===== src/hdl/assert_macros.svh =====
// ----------------------------------------------------------------------------
// Assertion macros
// Shared forms for the concurrent checks used in the RTL.
// ----------------------------------------------------------------------------
`ifndef ASSERT_MACROS_SVH
`define ASSERT_MACROS_SVH

// The consequent must hold in the same cycle as the antecedent.
`define ASSERT_SAME(label, clk, rst, ante, cons, msg) \
  label: assert property (@(posedge clk) disable iff (rst) (ante) |-> (cons)) \
    else $error(msg);

// The consequent must hold in the cycle after the antecedent.
`define ASSERT_NEXT(label, clk, rst, ante, cons, msg) \
  label: assert property (@(posedge clk) disable iff (rst) (ante) |=> (cons)) \
    else $error(msg);

`endif


===== src/hdl/pzta_pkg.sv =====
// ----------------------------------------------------------------------------
// pzta_pkg
// Widths, zone band constants and register addresses of the zone accumulator.
// ----------------------------------------------------------------------------
`timescale 1ns / 1ps

package pzta_pkg;

  localparam int NUM_ZONES = 7;
  localparam int ZONE_W    = 3;
  localparam int DUR_W     = 16;
  localparam int WATTS_W   = 12;
  localparam int TIME_W    = 32;
  localparam int TP_W      = 11;
  // Wide enough for 4095 * 100 and for 151 * 2047.
  localparam int SCALE_W   = 19;
  localparam int PCT_W     = 8;

  localparam int S_TDATA_W = 48;
  localparam int M_TDATA_W = 24;
  localparam int PADDR_W   = 2;
  localparam int PDATA_W   = 32;

  localparam logic [PCT_W-1:0]   PCT_SCALE = 8'd100;
  localparam logic [DUR_W-1:0]   DUR_MAX   = 16'hFFFF;
  localparam logic [PADDR_W-1:0] ADDR_THRESHOLD = 2'd0;

  // Lower bound of zones 2 through 7 in percent of threshold power.
  localparam logic [PCT_W-1:0] BAND_LOW_PCT [NUM_ZONES-1] =
    '{8'd56, 8'd76, 8'd91, 8'd106, 8'd121, 8'd151};

endpackage


===== src/hdl/pzta_zone_classify.sv =====
// ----------------------------------------------------------------------------
// pzta_zone_classify
// Maps a power sample to zone 1..7 by exact compares against the bands.
// ----------------------------------------------------------------------------
`timescale 1ns / 1ps

module pzta_zone_classify (
  input  logic [pzta_pkg::WATTS_W-1:0] watts,
  input  logic [pzta_pkg::TP_W-1:0]    threshold_power,
  output logic [pzta_pkg::ZONE_W-1:0]  zone
);
  import pzta_pkg::*;

  logic [SCALE_W-1:0] scaled;

  assign scaled = SCALE_W'(watts) * SCALE_W'(PCT_SCALE);

  // The bands rise monotonically, so the last bound passed names the zone.
  always_comb begin
    logic [SCALE_W-1:0] bound;
    zone = ZONE_W'(1);
    for (int i = 0; i < NUM_ZONES - 1; i++) begin
      bound = SCALE_W'(BAND_LOW_PCT[i]) * SCALE_W'(threshold_power);
      if (scaled >= bound) begin
        zone = ZONE_W'(i + 2);
      end
    end
  end

endmodule


===== src/hdl/power_zone_time_accumulator.sv =====
// ----------------------------------------------------------------------------
// power_zone_time_accumulator
// Classifies power samples into seven zones and accumulates time per zone.
// ----------------------------------------------------------------------------
// Channel   Dir  Handshake          Contents
// s_*       in   tvalid/tready      watts [11:0], now_seconds [43:12]
// m_*       out  tvalid/tready      zone [2:0], zone_seconds [18:3]
// APB       in   psel/penable       threshold_power at byte address 0
//
// One beat per cycle sustained while m_* takes its beats; a sample taken on
// s_* goes to the input register, which feeds the classify and
// saturating-credit logic, which in turn loads the output register.
// Samples with zero watts or zero threshold leave the state alone and give
// no result. A stalled m_* holds its beat; the input register still takes a
// new beat, and further beats wait only when a result is pending behind it.
// Reset clears the threshold, the last zone and all zone totals.
// ----------------------------------------------------------------------------
`timescale 1ns / 1ps

module power_zone_time_accumulator (
  input  logic                            clk,
  input  logic                            rst,
  // watts [11:0], now_seconds [43:12], zero fill [47:44]
  input  logic [pzta_pkg::S_TDATA_W-1:0]  s_tdata,
  input  logic                            s_tvalid,
  output logic                            s_tready,
  // zone [2:0], zone_seconds [18:3], zero fill [23:19]
  output logic [pzta_pkg::M_TDATA_W-1:0]  m_tdata,
  output logic                            m_tvalid,
  input  logic                            m_tready,
  input  logic                            psel,
  input  logic                            penable,
  input  logic                            pwrite,
  input  logic [pzta_pkg::PADDR_W-1:0]    paddr,
  input  logic [pzta_pkg::PDATA_W-1:0]    pwdata,
  output logic [pzta_pkg::PDATA_W-1:0]    prdata,
  output logic                            pready
);
  import pzta_pkg::*;

  logic [TP_W-1:0]    threshold_power;

  logic               s1_valid;
  logic [WATTS_W-1:0] s1_watts;
  logic [TIME_W-1:0]  s1_now;

  logic [TIME_W-1:0]  last_time;
  logic [ZONE_W-1:0]  prev_zone;
  // Mirror of the total of prev_zone, so the credit needs no array read.
  logic [DUR_W-1:0]   prev_dur;
  logic [DUR_W-1:0]   durations [NUM_ZONES];

  logic               out_valid;
  logic [ZONE_W-1:0]  out_zone;
  logic [DUR_W-1:0]   out_seconds;

  logic               s1_active;
  logic               s1_go;
  logic [ZONE_W-1:0]  zone_new;
  logic [TIME_W-1:0]  delta;
  logic [DUR_W-1:0]   room;
  logic [DUR_W-1:0]   credited;
  logic [DUR_W-1:0]   zone_sec_new;

  // Configuration port.
  assign pready = 1'b1;
  assign prdata = (paddr == ADDR_THRESHOLD) ? PDATA_W'(threshold_power) : '0;

  always_ff @(posedge clk) begin
    if (rst) begin
      threshold_power <= '0;
    end else if (psel && penable && pwrite && pready && paddr == ADDR_THRESHOLD) begin
      threshold_power <= pwdata[TP_W-1:0];
    end
  end

  // Handshake between the input register and the output register.
  assign s1_active = (s1_watts != '0) && (threshold_power != '0);
  assign s1_go     = s1_valid && (!s1_active || !out_valid || m_tready);
  assign s_tready  = !s1_valid || s1_go;

  always_ff @(posedge clk) begin
    if (rst) begin
      s1_valid <= 1'b0;
    end else if (s_tvalid && s_tready) begin
      s1_valid <= 1'b1;
    end else if (s1_go) begin
      s1_valid <= 1'b0;
    end
  end

  always_ff @(posedge clk) begin
    if (s_tvalid && s_tready) begin
      s1_watts <= s_tdata[WATTS_W-1:0];
      s1_now   <= s_tdata[WATTS_W +: TIME_W];
    end
  end

  pzta_zone_classify u_classify (
    .watts           (s1_watts),
    .threshold_power (threshold_power),
    .zone            (zone_new)
  );

  // Elapsed time wraps modulo 2^32; nothing is credited before the first sample.
  assign delta    = (prev_zone != '0) ? (s1_now - last_time) : '0;
  assign room     = DUR_MAX - prev_dur;
  assign credited = (delta >= TIME_W'(room)) ? DUR_MAX : (prev_dur + delta[DUR_W-1:0]);

  // When the zone does not change, the result already includes this credit.
  assign zone_sec_new = (zone_new == prev_zone) ? credited
                                                : durations[ZONE_W'(zone_new - 3'd1)];

  always_ff @(posedge clk) begin
    if (rst) begin
      prev_zone <= '0;
      prev_dur  <= '0;
      last_time <= '0;
      for (int i = 0; i < NUM_ZONES; i++) begin
        durations[i] <= '0;
      end
    end else if (s1_go && s1_active) begin
      for (int i = 0; i < NUM_ZONES; i++) begin
        if (prev_zone == ZONE_W'(i + 1)) begin
          durations[i] <= credited;
        end
      end
      prev_zone <= zone_new;
      prev_dur  <= zone_sec_new;
      last_time <= s1_now;
    end
  end

  always_ff @(posedge clk) begin
    if (rst) begin
      out_valid <= 1'b0;
    end else if (s1_go && s1_active) begin
      out_valid <= 1'b1;
    end else if (m_tready) begin
      out_valid <= 1'b0;
    end
  end

  always_ff @(posedge clk) begin
    if (s1_go && s1_active) begin
      out_zone    <= zone_new;
      out_seconds <= zone_sec_new;
    end
  end

  assign m_tvalid = out_valid;
  assign m_tdata  = {(M_TDATA_W - ZONE_W - DUR_W)'(0), out_seconds, out_zone};

  `include "assert_macros.svh"

  `ASSERT_SAME(a_out_zone_range, clk, rst, m_tvalid,
               (out_zone != '0) && (out_zone <= ZONE_W'(NUM_ZONES)),
               "result zone out of range")
  `ASSERT_SAME(a_out_matches_total, clk, rst, m_tvalid,
               out_seconds == durations[ZONE_W'(out_zone - 3'd1)],
               "pending result disagrees with its zone total")
  `ASSERT_SAME(a_prev_dur_mirror, clk, rst, prev_zone != '0,
               prev_dur == durations[ZONE_W'(prev_zone - 3'd1)],
               "cached total of the last zone is stale")
  `ASSERT_SAME(a_no_zone_no_time, clk, rst, prev_zone == '0,
               (prev_dur == '0) && (durations[0] == '0) && (durations[NUM_ZONES-1] == '0),
               "time credited before any sample")
  `ASSERT_NEXT(a_accept_loads, clk, rst, s_tvalid && s_tready,
               s1_valid, "accepted beat not held in the input register")

endmodule


===== config.mk =====
export PLATFORM = sky130hd
export DESIGN_NAME = power_zone_time_accumulator
export DESIGN_NICKNAME = d
export VERILOG_FILES = /design/src/hdl/pzta_pkg.sv /design/src/hdl/pzta_zone_classify.sv /design/src/hdl/power_zone_time_accumulator.sv
export VERILOG_INCLUDE_DIRS = /design/src /design/src/hdl
export SDC_FILE = /design/constraint.sdc
export NUM_CORES = 1
export LEC_CHECK = 0
export BUFFER_PORTS_ARGS = -buffer_cell sky130_fd_sc_hd__buf_2
export CORE_ASPECT_RATIO = 1.4
export CORE_MARGIN = 4
export CORE_UTILIZATION = 45
export DETAILED_ROUTE_END_ITERATION = 8
export PLACE_DENSITY = 0.66
export SKIP_CTS_REPAIR_TIMING = 1
export SLEW_MARGIN = 20
export SYNTH_ARGS = -nofsm -noshare
export SYNTH_HDL_FRONTEND = slang
export SYNTH_SLANG_ARGS = --single-unit

===== constraint.sdc =====
create_clock -name clk -period 16.6 [get_ports clk]
set_clock_uncertainty 0.2 [all_clocks]
set_input_delay 0 -clock clk [delete_from_list [all_inputs] [get_ports clk]]
set_output_delay 0 -clock clk [all_outputs]
set_load 0.05 [all_outputs]

==> results.md <==
Finish:
- After routing the design area is approximately 0.026 mm2.
- The antenna diode count is 0.
- After the last flow step, the layout net total stands at 3,073.
- The sequential cells in the finished layout cover a total of around 0.0065 mm2.
- The area growth from synthesis to layout is 14.0%.
- The total area of multi-input combinational cells is 0.0144 mm2.
- The utilization after layout is 0.521.
- Of the cells placed in the final design, the portion with a size suffix greater than 1 is 0.0922.
- The fill cell total of the finished layout is 4,448.

Worst setup path:
- The cell with the largest stage delay on the worst path is dfxtp_1.
- The worst setup path is launched from a register.
- The cell that appears most often on the critical path is ha_1.
- The worst register-to-register path ends at out_seconds[6].
- The worst register-to-register path has a setup slack of between 7 and 8 ns.
- The worst path arrival time is between 9 and 10 ns.
- The worst setup path is captured at a register.
- The worst reg2reg path startpoint is threshold_power[2].
- Measured in cells, the most critical reg-to-reg path has a length of 32.
- The highest net fanout along the worst path is 48.
- In this design, the stage delay of the slowest critical-path cell is 0.88 ns.
- The worst setup path is of the reg2reg kind.
- The required time at the endpoint of the critical path is 16.72 ns.

Yosys:
- The synthesized design contains 175 enable-type register cells.
- The share of flip-flops with an asynchronous set or reset after synthesis is 0.
- Synthesis instantiated 76 different standard cells from the library.
- In the synthesized netlist the dominant register cell turns out to be edfxtp_1.
- The synthesis warning total is 0.
- The synthesized area is about 0.022 mm2.
- The number of standard cells after synthesis is 2,309.
- The post-synthesis sequential element count is 239.
- After synthesis, the mean cell area works out to 9.74 um2.
- The fraction of the yosys area taken by sequential cells is 0.291.

Global route:
- The first global-routing pass estimated 89,200 um of wire.
- The pin count of the biggest net entering global routing is 59.
- The number of antenna violations at the first check in global routing is 0.
- The number of global-route vias before repair is 17,386.
- The total routing usage reported by global routing is 0.204.
- The total overflow left after global routing is 0.

Place:
- The estimated wirelength of the detail-placed design is 42,800 um.
- The final weighted congestion of routability-driven global placement is ~0.92.
- The count of buffers added on input and output ports is 95.
- The total placed instance area is between 0.02 and 0.025 mm2.

Floorplanning:
- The number of rows in the core area is 96.
- The I/O pin total is 148.
- The initial utilization of the core area, before any placement, comes to 0.457.
- Measured along the y axis, the die boundary spans 272 um.
- The floorplan die area is 0.0537 mm2.
- The total core area is 0.0492 mm2.
- Measured along the x axis, the die boundary spans 197 um.

Routing:
- The wire length per cell after detailed routing is 17.6 um.
- The detail route stage leaves a number of antenna-violating nets equal to 0.
- For this run, design rule violations remaining after detail routing come to 0.
- The total wire length after detailed routing is 56,000 um.
- The final route contains approximately 17,000 vias.
- The number of iterations in the first detailed-routing pass is 5.
- After the first detailed-routing iteration, the DRC count stood at 727.
- The detailed-route vias per instance is 5.38.

Power:
- The cell area power density is ~120 mW/mm2.
- The sequential fraction of design power is 0.245.
- Of the total power, the share spent switching nets is 0.417.
- Internal power comes to 0.00175 W.
- The total power draw is around 0.0030 W.
- The leakage power is 11.8 nW.
- Of the total power, combinational logic draws 0.547.
- In this run the power spent charging and discharging nets is 0.00126 W.
- Of the total power, the clock network draws 0.208.
- Across the VDD grid, the largest voltage drop is between 150 and 200 uV.

CTS:
- Clock tree synthesis selected as its root buffer the cell clkbuf_16.
- Clock-pin slew was measured on the worst setup and hold paths at 0.07 ns.
- The maximum level of the CTS H-tree is 1.
- TritonCTS built the clock tree.
- The clock insertion delay at the later pin of the skew report is 0.58 ns.
- In this run the deepest clock path goes through 3 buffers.
- The count of clock tree sinks is around 240.
- The total clock buffers created by CTS is 28.

STA:
- The number of hold violations in the final report is 3.
- Summed over all failing endpoints, the final setup total negative slack is 0 ns.
- Headroom to the max-slew limit came out at 0.285.
- The final count of pins violating max slew is 0.
- Setup repair after global routing left no endpoint under its margin.
- The upper clock frequency limit is 105 MHz.
- For the pin with the worst max-slew slack, the measured transition is 1.07 ns.
- The clock period minus final worst setup slack is 9.56 ns.
- The setup violation total in the final timing report is 0.
- The final clock period utilization by the worst path is 0.576.
- The worst hold margin is -0.0235 ns.

Worst hold path:
- The worst hold path terminates at threshold_power[5].
- In this run the worst hold path is classified as in2reg.
- The worst hold path begins at pwdata[5].
- The worst hold path passes through 4 cells.

Outcome:
- The run finished, with violations left.
- The final reports fail on negative hold slack.

Run:
- Max-cap violations in this run came to 0.
cell usage in the layout, fill, tap and decap left out, drive strengths merged, types with 34 or more instances in the layout:
cell type	n
a211oi	46
a21o	40
a21oi	149
buf	120
dfxtp	64
dlygate4sd3	110
edfxtp	175
fa	99
ha	370
inv	329
nand2	137
nand2b	34
nor2	211
nor3	35
o21ai	78
xnor2	70
xor2	48
cell type report:
cell class              instances  share of cell area
clock buffers                  33              0.0281
repair buffers                230              0.0688
clock inverters                19             0.00800
multi-input cells            1691               0.562
inverters                     325              0.0476
flip-flops and latches        239               0.255
well taps                     637              0.0311
sequential cells by signal, summed over array words and instances, names as in the netlist, 11 cells and up:
register	cells
s1_now	32
last_time	32
prev_dur	16
durations	112
out_seconds	16
s1_watts	12
threshold_power	11
power groups by stage:
stage	registers, W	clock network (W)	logic [W]
6_report	0.000737	0.000626	0.00165
4_1_cts	0.000737	0.000642	0.00164
3_5_place_dp	0.000749	0	0.00162
3_3_place_gp	0.000747	0	0.00158
2_1_floorplan	0.000761	0	0.00124
5_1_grt	0.000740	0.000662	0.00185
worst max-delay path by stage:
| stage | endpoint | depth (start not counted) | slack, ns | from |
|---|---|---|---|---|
| 3_5_place_dp | out_seconds[12] | 32 | 7.13 | threshold_power[2] |
| 6_report | out_seconds[6] | 32 | 7.04 | threshold_power[2] |
| 5_1_grt | out_seconds[10] | 32 | 6.35 | threshold_power[2] |
| 4_1_cts | out_seconds[6] | 31 | 7.08 | threshold_power[3] |
| 2_1_floorplan | out_seconds[0] | 31 | 8.75 | threshold_power[5] |
| 3_3_place_gp | out_seconds[6] | 31 | 7.17 | threshold_power[3] |
per-stage QoR:
step	cells	setup WS [ns]
after floorplan	2334	8.75
after global placement	3012	7.17
after detailed placement	3012	7.13
final	3174	7.04
after CTS	3064	7.08
after global routing	3174	6.35
cells in the mapped netlist (5+ instances only):
master    count  area share
o22ai_1       5      0.0014
mux2i_1      29       0.013
o21a_1       21      0.0070
buf_6         6      0.0030
mux4_2       16       0.016
o21ai_0      76       0.017
a211oi_1     43       0.014
o31ai_1      22      0.0073
fa_1         99       0.088
a21oi_1     148       0.033
or3_1         9      0.0025
nor3_1       35      0.0078
ha_1        370        0.21
nand4_1      12      0.0033
clkbuf_1     37      0.0062
nand3_1      25      0.0056
nor2_1      211       0.035
nor4_1        7      0.0019
nand3b_1     15      0.0050
inv_1       317       0.053
and3_1        7      0.0019
and2_1        8      0.0022
buf_4        28      0.0093
nor3b_2      14      0.0078
xor2_1       48       0.019
dfxtp_1      64       0.057
xnor2_1      70       0.027
o21bai_1     16      0.0053
o31a_1        5      0.0019
o21bai_4     16       0.013
o211ai_1     10      0.0033
nand2_1     137       0.023
a31oi_1      15      0.0042
a21o_1       40       0.013
inv_2         7      0.0012
nor2b_1      20      0.0056
nand2b_1     34      0.0095
a21boi_0     10      0.0033
edfxtp_1    175        0.23
cells by family (layout without fill, tap and decap cells):
kind of cell    after synthesis  in the layout  share of synthesized area
compound gates              476            476                      0.146
xor+xnor                    118            118                     0.0460
fa+ha+maj                   469            469                      0.294
buf+inv                     404            607                     0.0748
flops                       239            239                      0.291
mux                          45             45                     0.0289
other cells                   2             27                   0.000334
simple gates                556            556                      0.119
critical path: cells and delay by family, from the launching register on:
kind / cells / cell delay, ns
adder cells (fa/ha/maj): 7 / 2.28
AO/OA/AOI/OAI: 16 / 3.74
buffers and inverters: 4 / 1.11
XOR/XNOR: 2 / 0.35
flip-flops: 1 / 0.88
AND/OR/NAND/NOR: 2 / 0.28
multiplexers: 1 / 0.41
routing by layer:
layer	share of wire	track usage
met4	0.036	0.0725
met1	0.39	0.226
met5	0	0
met2	0.54	0.396
met3	0.037	0.0217
Note: power is estimated with default switching activity, not from simulation.
